**src/sv/mbda_pkg.sv**
```systemverilog
`timescale 1ns / 1ps
`default_nettype none
package mbda_pkg;

  localparam int NLANES     = 4;
  localparam int LANE_ELEMS = 8;
  localparam int LSUM_W     = 15;
  localparam int SUM_W      = 17;
  localparam int RW         = 50;
  localparam int XW         = 12;
  localparam int PW         = 6;

  localparam logic [31:0] QNAN = 32'h7FC00000;
  localparam logic signed [XW-1:0] X_OFS   = 150;
  localparam logic signed [XW-1:0] E8_BIAS = 128;
  localparam logic signed [XW-1:0] T_MIN   = -149;
  localparam logic signed [XW-1:0] MANT_X  = 23;
  localparam logic signed [XW-1:0] SH_MAX  = 51;
  localparam logic signed [XW-1:0] ALIGN_X = 24;
  localparam logic signed [XW-1:0] ALIGN_W = 48;

  typedef enum logic [3:0] {
    ST_IDLE, ST_LANE, ST_MERGE, ST_MUL1_W, ST_MUL2, ST_MUL2_W0, ST_MUL2_W1,
    ST_ADD, ST_ADD_W0, ST_ADD_W1, ST_DONE
  } state_t;

  // Request to the rounding unit: value = mag * 2^xp, or a fixed special.
  typedef struct packed {
    logic                 s;
    logic [RW-1:0]        mag;
    logic signed [XW-1:0] xp;
    logic                 spec;
    logic [31:0]          spec_bits;
  } rnd_req_t;

  function automatic logic signed [4:0] fp4_value(input logic [3:0] code);
    logic signed [4:0] v;
    unique case (code)
      4'd0:  v = 5'sd0;
      4'd1:  v = 5'sd1;
      4'd2:  v = 5'sd2;
      4'd3:  v = 5'sd3;
      4'd4:  v = 5'sd4;
      4'd5:  v = 5'sd6;
      4'd6:  v = 5'sd8;
      4'd7:  v = 5'sd12;
      4'd8:  v = 5'sd0;
      4'd9:  v = -5'sd1;
      4'd10: v = -5'sd2;
      4'd11: v = -5'sd3;
      4'd12: v = -5'sd4;
      4'd13: v = -5'sd6;
      4'd14: v = -5'sd8;
      default: v = -5'sd12;
    endcase
    return v;
  endfunction

  function automatic logic is_nan(input logic [31:0] f);
    return (&f[30:23]) && (|f[22:0]);
  endfunction

  function automatic logic is_inf(input logic [31:0] f);
    return (&f[30:23]) && !(|f[22:0]);
  endfunction

  function automatic logic [23:0] mant24(input logic [31:0] f);
    return {|f[30:23], f[22:0]};
  endfunction

  // Exponent of the mantissa LSB.
  function automatic logic signed [XW-1:0] lsb_exp(input logic [31:0] f);
    logic [7:0] eu;
    eu = (f[30:23] == 8'd0) ? 8'd1 : f[30:23];
    return $signed({{(XW-8){1'b0}}, eu}) - X_OFS;
  endfunction

endpackage
`default_nettype wire

```
**src/sv/mbda_lane.sv**
```systemverilog
`timescale 1ns / 1ps
`default_nettype none
module mbda_lane import mbda_pkg::*; (
  input  logic [LANE_ELEMS-1:0][3:0] codes,
  input  logic [LANE_ELEMS-1:0][7:0] acts,
  output logic signed [LSUM_W-1:0]   sum
);

  // Exact integer dot product of this lane's elements.
  always_comb begin
    logic signed [12:0] pr;
    sum = '0;
    for (int k = 0; k < LANE_ELEMS; k++) begin
      pr  = fp4_value(codes[k]) * $signed(acts[k]);
      sum = sum + pr;
    end
  end

endmodule
`default_nettype wire

```
**config.mk**
```make
export PLATFORM = sky130hd
export DESIGN_NAME = mbda_lane
export DESIGN_NICKNAME = d
export VERILOG_FILES = /design/src/sv/mbda_pkg.sv /design/src/sv/mbda_lane.sv
export SDC_FILE = /design/constraint.sdc
export NUM_CORES = 1
export LEC_CHECK = 0
export BUFFER_PORTS_ARGS = -buffer_cell sky130_fd_sc_hd__buf_2
export CAP_MARGIN = 20
export CORE_MARGIN = 2
export CORE_UTILIZATION = 59
export DETAILED_ROUTE_END_ITERATION = 10
export PLACE_DENSITY = 0.82
export SLEW_MARGIN = 20
export SYNTH_ARGS = -nofsm -noshare
export SYNTH_HDL_FRONTEND = slang
export SYNTH_SLANG_ARGS = --single-unit
```
**constraint.sdc**
```tcl
create_clock -name vclk -period 6.6
set_input_delay 0.33 -clock vclk [all_inputs]
set_output_delay 0.33 -clock vclk [all_outputs]
set_load 0.005 [all_outputs]
```
# Yosys cells after proc, flatten, opt, wreduce, memory -nomap -nowiden
# Memories as Yosys holds them, arrays and structs flattened.
# Cells that the tools add are included.
totals:
  ff_bits: 0
  mem_bits_ro: 640
  n_memories: 8
  out_inout_bits: 15
  input_bits: 96
  wordCells: 23
mem_list:
  columns: ["name", "depth", "width", "read_ports", "rd_ports_with_merged_regs", "write_ports", "line_no", "source"]
  rows:
  - ["(no name shown)", 16, 5, 1, 0, 0, "mbda_pkg.sv:38", "unique case (code)"]
  - ["(no name shown)", 16, 5, 1, 0, 0, "mbda_pkg.sv:38", null]
  - ["(no name shown)", 16, 5, 1, 0, 0, "mbda_pkg.sv:38", null]
  - ["(no name shown)", 16, 5, 1, 0, 0, "mbda_pkg.sv:38", null]
  - ["(no name shown)", 16, 5, 1, 0, 0, "mbda_pkg.sv:38", null]
  - ["(no name shown)", 16, 5, 1, 0, 0, "mbda_pkg.sv:38", null]
  - ["+2 memories", null, null, null, null, null, null, null]
op_classes:
  n_addsub: 7
  n_mul: 8
op_table:
  columns: ["op", "count"]
  rows:
  - ["multiplier 5 x 8 -> 13 bit", 8]
  - ["adder 15 x 13 -> 15 bit", 5]
  - ["adder 14 x 13 -> 15 bit", 1]
  - ["adder 13 x 13 -> 14 bit", 1]

# Logic depth before layout (Yosys ltp)
# Gate-level depths: netlist of the first run.
# An unclocked memory read counts as a cell.
logic_depth:
  depth_word: 9
  depth_mapped: 29
  mapped_depth_nobuf: 29

# Worst setup path before layout of the first run
# No wires, ideal clock.
synth_path:
  path_type: "in2out"
  start: "input codes[24] in the netlist's numbering"
  end: "output sum[14]"
  required_time_ns: 6.270
  slack_ns: -0.744
  n_path_buf: 0
  path_stages: 28
  arrival_ns: 7.014
  cell_sequence: "inv_1 ha_1 a21oi_1 nor2_1 a21oi_1 nor2b_1 fa_1 inv_1 fa_1 inv_1 fa_1 inv_1 fa_1 fa_1 inv_1 fa_1 inv_1 fa_1 inv_1 fa_1 ha_1 ha_1 a31oi_2 o21bai_1 a221oi_2 nand2_1 a221oi_2 xnor2_1"
synth_between:
  elab_chain_cells: 4
synth_rtl:
  columns: ["element", "line_no", "source"]
  rows:
  - ["start: declaration", "mbda_lane.sv:4", "input logic [LANE_ELEMS-1:0][3:0] codes,"]
  - ["memory read (16 x 5 bit)", null, null]
  - ["multiplier 5 x 8 -> 13 bit", "mbda_lane.sv:14", "pr = fp4_value(codes[k]) * $signed(acts[k]);"]
  - ["adder 15 x 13 -> 15 bit (2 in a row)", "mbda_lane.sv:15", "sum = sum + pr;"]
  - ["end: declaration", "mbda_lane.sv:6", "output logic signed [LSUM_W-1:0] sum"]
# Every way passes these cells.

# Worst setup path after layout of the first run
layout_path:
  start: "input codes[29] in the netlist's numbering"
  end: "output sum[14]"
layout_between:
  elab_chain_cells: 3
layout_rtl:
  columns: ["element", "line_no"]
  rows:
  - ["memory read (16 x 5 bit)", null]
  - ["multiplier 5 x 8 -> 13 bit", "mbda_lane.sv:14"]
  - ["adder 15 x 13 -> 15 bit", "mbda_lane.sv:15"]
# Every way passes these cells.

==> results of run 1 <==
worst min-delay path, delay by kind of cell:
family | cells | cell delay (ns)
buffers and inverters | 3 | 0.29
adder cells (fa/ha/maj) | 4 | 0.57
AND/OR/NAND/NOR | 1 | 0.13
cell families (layout without fill, tap and decap cells):
family	count (synthesis)	count (layout)	share of synthesized area, %
and+or+nand+nor	381	381	13.84
adders and majority gates	517	517	67.58
other	0	5	0
AOI/OAI and AO/OA	61	61	2.695
buffers and inverters	444	805	11.99
muxes	20	20	1.437
xor gates and xnor gates	39	39	2.453
routing by layer:
layer,global-route usage (%),share of wire (%)
met1,38.59,33
met2,59.44,51
met3,3.942,7.4
met4,15.37,8.1
met5,0,0
final timing paths:
kind	cells past startpoint	to	from	slack, ns
setup / recovery	29	sum[14]	codes[29]	-1.39
hold / removal	8	sum[0]	acts[0]	1.65
area by class of cell:
| type | count | area share, % |
|---|---|---|
| diodes | 5 | 0.06952 |
| inverters | 434 | 9.358 |
| multi-input cells | 1018 | 73.37 |
| well taps | 319 | 2.218 |
| repair buffers | 371 | 14.99 |
per-stage QoR:
step / utilization, % / setup TNS, ns / hold WS [ns] / cell area [um^2]
floorplan: - / -2.192 / 1.134 / 14290
global placement: 72.06 / -8.684 / 1.658 / 16810
detailed placement: 72.06 / -11.11 / 1.638 / 16810
CTS: 75.25 / -9.273 / 1.664 / 17560
global route: 77.13 / -14.20 / 1.720 / 18000
finish: 77.13 / -12.20 / 1.649 / 18000
placed cells by master, fill, tap and decap left out, types with 5 or more instances in the layout:
master	n
sky130_fd_sc_hd__o21ai_4	11
sky130_fd_sc_hd__nor2b_1	18
sky130_fd_sc_hd__and2_1	107
sky130_fd_sc_hd__xor2_1	7
sky130_fd_sc_hd__buf_6	16
sky130_fd_sc_hd__ha_1	100
sky130_fd_sc_hd__fa_1	368
sky130_fd_sc_hd__diode_2	5
sky130_fd_sc_hd__or2_2	30
sky130_fd_sc_hd__inv_1	390
sky130_fd_sc_hd__nor2_1	46
sky130_fd_sc_hd__fa_2	24
sky130_fd_sc_hd__o21ai_1	7
sky130_fd_sc_hd__o21ai_0	5
sky130_fd_sc_hd__nand2b_1	8
sky130_fd_sc_hd__buf_12	6
sky130_fd_sc_hd__inv_2	36
sky130_fd_sc_hd__xnor2_1	28
sky130_fd_sc_hd__o21ai_2	9
sky130_fd_sc_hd__buf_2	101
sky130_fd_sc_hd__nor2b_2	5
sky130_fd_sc_hd__mux2i_1	13
sky130_fd_sc_hd__nand2b_4	5
sky130_fd_sc_hd__ha_4	23
sky130_fd_sc_hd__a21oi_2	7
sky130_fd_sc_hd__and2_4	9
sky130_fd_sc_hd__buf_4	244
sky130_fd_sc_hd__nand2_1	114
sky130_fd_sc_hd__nand2_2	21
what timing repair did:
item                                    in CTS  in global routing
buffers inserted                            27                 24
pin swaps                                   97                 96
resized for setup                          135                 77
endpoints found under the setup margin      12                 13
==> qor.txt, run 1 <==
number of fill cells: 1333
area leader, netlist: sky130_fd_sc_hd__fa_1
starting utilization of the core area: 59.69%
Final Max Tran Viols: 0
element type at the critical path end: primary output
type of the worst min-delay path: in -> out
number of buffer and inverter instances along the worst setup path: 8
final period utilization: 121.1%
number of global-route vias before repair: 13130
required time reported for the critical path endpoint: 6.27 ns
unrepaired setup endpoints after global routing: true
total length of routed wires: 42590 um
critical-path maximum fanout: 4
register area: 0 um^2
IO Count: 111
dpl ws: -1.374 ns
cell with the most instances after synthesis: sky130_fd_sc_hd__inv_1
Setup CP Type: in -> out
top cells by count, synth: sky130_fd_sc_hd__inv_1, sky130_fd_sc_hd__fa_1, sky130_fd_sc_hd__nand2_1, sky130_fd_sc_hd__ha_1, sky130_fd_sc_hd__and2_1
post-synth net total: 2075
final net count: 2438
top area cells in the synthesized netlist: sky130_fd_sc_hd__fa_1, sky130_fd_sc_hd__inv_1, sky130_fd_sc_hd__ha_1
number of buffers added to fix hold violations after cts: 0
post-route antenna net violation count: 0
Die Area: 24850 um^2
Seq/Total Area, Yosys: 0%
Seq cells: 0
number of vias per cell after detailed routing: 5.463
final hold violation count: 0
WL per Instance: 19.84 um
worst-case setup margin in the final layout: -1.393 ns
global-route wire length before repair: 62710 um
number of cells produced by synthesis: 1462
placeable core region: 23330 um^2
kind of cell with the highest combined delay on the critical path: adder cells
Startpoint Class: input port
final std cells w/o fill: 2147
Die Wd: 157.6 um
Setup Viol. Count Final: 12
number of DRC violations after detailed-routing iteration 0: 1073
Worst path most repeated cell: sky130_fd_sc_hd__fa_1
global-route usage over all layers: 32.69%
final HPWL from detailed placement: 32150 um
first-pass detailed-route iteration total: 6
placed insts: 2097
Clock Buffer Count: 0
Placer Congestion: 0.9380
fraction of final layout cells sized beyond drive strength 1: 33.08%
area of the multi-input gates: 13200 um^2
actual transition at the worst max-transition pin: 0.5308 ns
pin count of the biggest net entering global routing: 10
worst rel slew slack: 64.48%
result of the run: finished with violations
height of the die: 157.6 um
Period minus WS final: 7.993 ns
count of distinct cell types in the synthesized netlist: 33
total of warnings raised by yosys: 0
Port Buffer Count: 111
share of the synthesized area in the top cell type: 56.35%
Worst EP arrival: 7.66 ns
global route total overflow: 0
post-synthesis instance area: 13930 um^2
violated checks: negative setup slack
achievable frequency: 0.1251 GHz
area added between synthesis and finish: 29.22%
number of cell rows: 56
residual DRC count: 0
Crit path largest cell delay: 0.60 ns
maxcap violations: 0
critical path's slowest cell: sky130_fd_sc_hd__fa_1
antenna violations before repair: 5
total via count after detailed routing: 11730
syn avg cell area: 9.526 um^2
Power of run 1 is not shown: default switching activity piles up to over one toggle a cycle in this logic, so the estimate is an artifact.
==> run 2: changes to the inputs <==
--- a/config.mk
+++ b/config.mk
@@ -8,9 +8,8 @@
 export BUFFER_PORTS_ARGS = -buffer_cell sky130_fd_sc_hd__buf_2
 export CAP_MARGIN = 20
 export CORE_MARGIN = 2
-export CORE_UTILIZATION = 59
+export CORE_UTILIZATION = 40
 export DETAILED_ROUTE_END_ITERATION = 10
-export PLACE_DENSITY = 0.82
 export SLEW_MARGIN = 20
 export SYNTH_ARGS = -nofsm -noshare
 export SYNTH_HDL_FRONTEND = slang
==> run 2 against run 1 <==
Against the previous run: the flow still finishes with violations (negative setup slack); flip-flop and latch count did not move; final cell count rose by 5.6%; critical path depth fell by 2; sequential share of layout area did not move; setup slack improved by 0.32 ns; routed wire length fell by 21%; clock-buffer cell count did not move; die area rose by 46%; critical endpoint unchanged; largest cell class unchanged.
==> qor.txt, run 2 (synthesis results as in run 1) <==
result of the run: finished with violations
violated checks: negative setup slack
worst hold endpoint: sum[0]
total length of routed wires: 33560 um
maxcap violations: 0
most used cells in the layout excluding fill and tap cells: sky130_fd_sc_hd__inv_1, sky130_fd_sc_hd__fa_1, sky130_fd_sc_hd__buf_4
unrepaired setup endpoints after global routing: true
final hold violation count: 0
number of global-route vias before repair: 11740
number of cell rows: 68
Seq cells: 0
final period utilization: 116.2%
element type at the critical path end: primary output
global-route wire length before repair: 57390 um
final HPWL from detailed placement: 31080 um
worst rel slew slack: 70.62%
area added between synthesis and finish: 29.85%
Startpoint Class: input port
area of the multi-input gates: 13200 um^2
worst-case setup margin in the final layout: -1.069 ns
placed instance area: 17060 um^2
global-route usage over all layers: 19.86%
total via count after detailed routing: 10210
number of DRC violations after detailed-routing iteration 0: 356
Setup CP Type: in -> out
commonest non-fill, non-tap cell in the layout: sky130_fd_sc_hd__inv_1
register area: 0 um^2
dpl ws: -1.279 ns
first-pass detailed-route iteration total: 4
Clock Buffer Count: 0
Placer Congestion: 0.8990
number of vias per cell after detailed routing: 4.504
height of the die: 190.6 um
number of buffers added to fix hold violations after cts: 0
final net count: 2424
critical-path maximum fanout: 4
type of the worst min-delay path: in -> out
pin count of the biggest net entering global routing: 9
Port Buffer Count: 111
Min-Delay Path Depth: 8
residual DRC count: 0
post-route antenna net violation count: 0
Setup Viol. Count Final: 12
actual transition at the worst max-transition pin: 0.4377 ns
Period minus WS final: 7.669 ns
Worst EP arrival: 7.34 ns
fraction of final layout cells sized beyond drive strength 1: 32.17%
accumulated negative setup slack: -8.163 ns
required time reported for the critical path endpoint: 6.27 ns
starting utilization of the core area: 40.52%
Die Area: 36330 um^2
placeable core region: 34370 um^2
number of fill cells: 3191
WL per Instance: 14.80 um
antenna violations before repair: 3
Hold Path Origin: acts[0]
Die Wd: 190.6 um
achievable frequency: 0.1304 GHz
final standard cell area without fillers: 18080 um^2
global route total overflow: 0
Final Max Tran Viols: 0
IO Count: 111
-- run 2: cell types whose count changed in the layout (fill, tap and decap cells not counted), sizes merged --
cell | before | now
buf | 371 | 357
diode | 5 | 3
-- run 2: area by class of cell --
class	count	share of cell area, %
Multi-Input combinational cell	1018	72.99
Timing Repair Buffer	357	14.54
Inverter	434	9.285
Tap cell	455	3.148
Antenna cell	3	0.04151
-- run 2: what timing repair did --
item,in CTS,in global routing
setup endpoints to repair,12,12
pin swaps,70,59
resized for setup,111,94
endpoints found under the hold margin,0,0
buffers inserted,21,9
-- run 2: worst max-delay path by stage --
stage | endpoint | slack, ns | start
after global placement | sum[14] | -1.20 | codes[21]
after global routing | sum[14] | -1.34 | codes[5]
final | sum[14] | -1.07 | codes[5]
after CTS | sum[14] | -1.03 | codes[20]
after detailed placement | sum[14] | -1.28 | codes[21]
after floorplan | sum[14] | -0.44 | codes[0]
-- run 2: metrics by stage --
step / util, % / instances / hold WS, ns
detailed placement: 49.62 / 2236 / 1.669
global route: 52.61 / 2266 / 1.744
finish: 52.61 / 2267 / 1.672
floorplan: - / 1462 / 1.134
global placement: 49.62 / 2236 / 1.693
CTS: 51.43 / 2257 / 1.697
-- run 2: metal layers --
metal	routed length, um	global-route usage [%]	part of all wire, %
met3	1129	1.619	3.4
met2	17660	36.38	53
met1	14230	26.37	42
met5	13	0	0.039
met4	527	2.415	1.6
-- run 2: worst max-delay path, stage by stage --
cell,delay (ns)
sky130_fd_sc_hd__buf_2,0.11
sky130_fd_sc_hd__buf_4,0.15
sky130_fd_sc_hd__ha_4,0.15
sky130_fd_sc_hd__mux2i_1,0.17
sky130_fd_sc_hd__nand2_1,0.07
sky130_fd_sc_hd__o21ai_1,0.07
sky130_fd_sc_hd__buf_4,0.18
sky130_fd_sc_hd__buf_6,0.11
sky130_fd_sc_hd__nand2_2,0.05
sky130_fd_sc_hd__fa_1,0.46
sky130_fd_sc_hd__fa_1,0.52
sky130_fd_sc_hd__inv_2,0.05
sky130_fd_sc_hd__fa_2,0.58
sky130_fd_sc_hd__fa_2,0.46
sky130_fd_sc_hd__fa_1,0.60
sky130_fd_sc_hd__fa_2,0.45
sky130_fd_sc_hd__fa_1,0.40
sky130_fd_sc_hd__fa_1,0.49
sky130_fd_sc_hd__fa_2,0.56
sky130_fd_sc_hd__ha_4,0.20
sky130_fd_sc_hd__and4_4,0.15
sky130_fd_sc_hd__a221oi_4,0.26
sky130_fd_sc_hd__nand2_1,0.10
sky130_fd_sc_hd__a221oi_2,0.21
sky130_fd_sc_hd__buf_4,0.19
sky130_fd_sc_hd__xnor2_2,0.12
sky130_fd_sc_hd__buf_2,0.14
Power of run 2 is left out for the same reason.
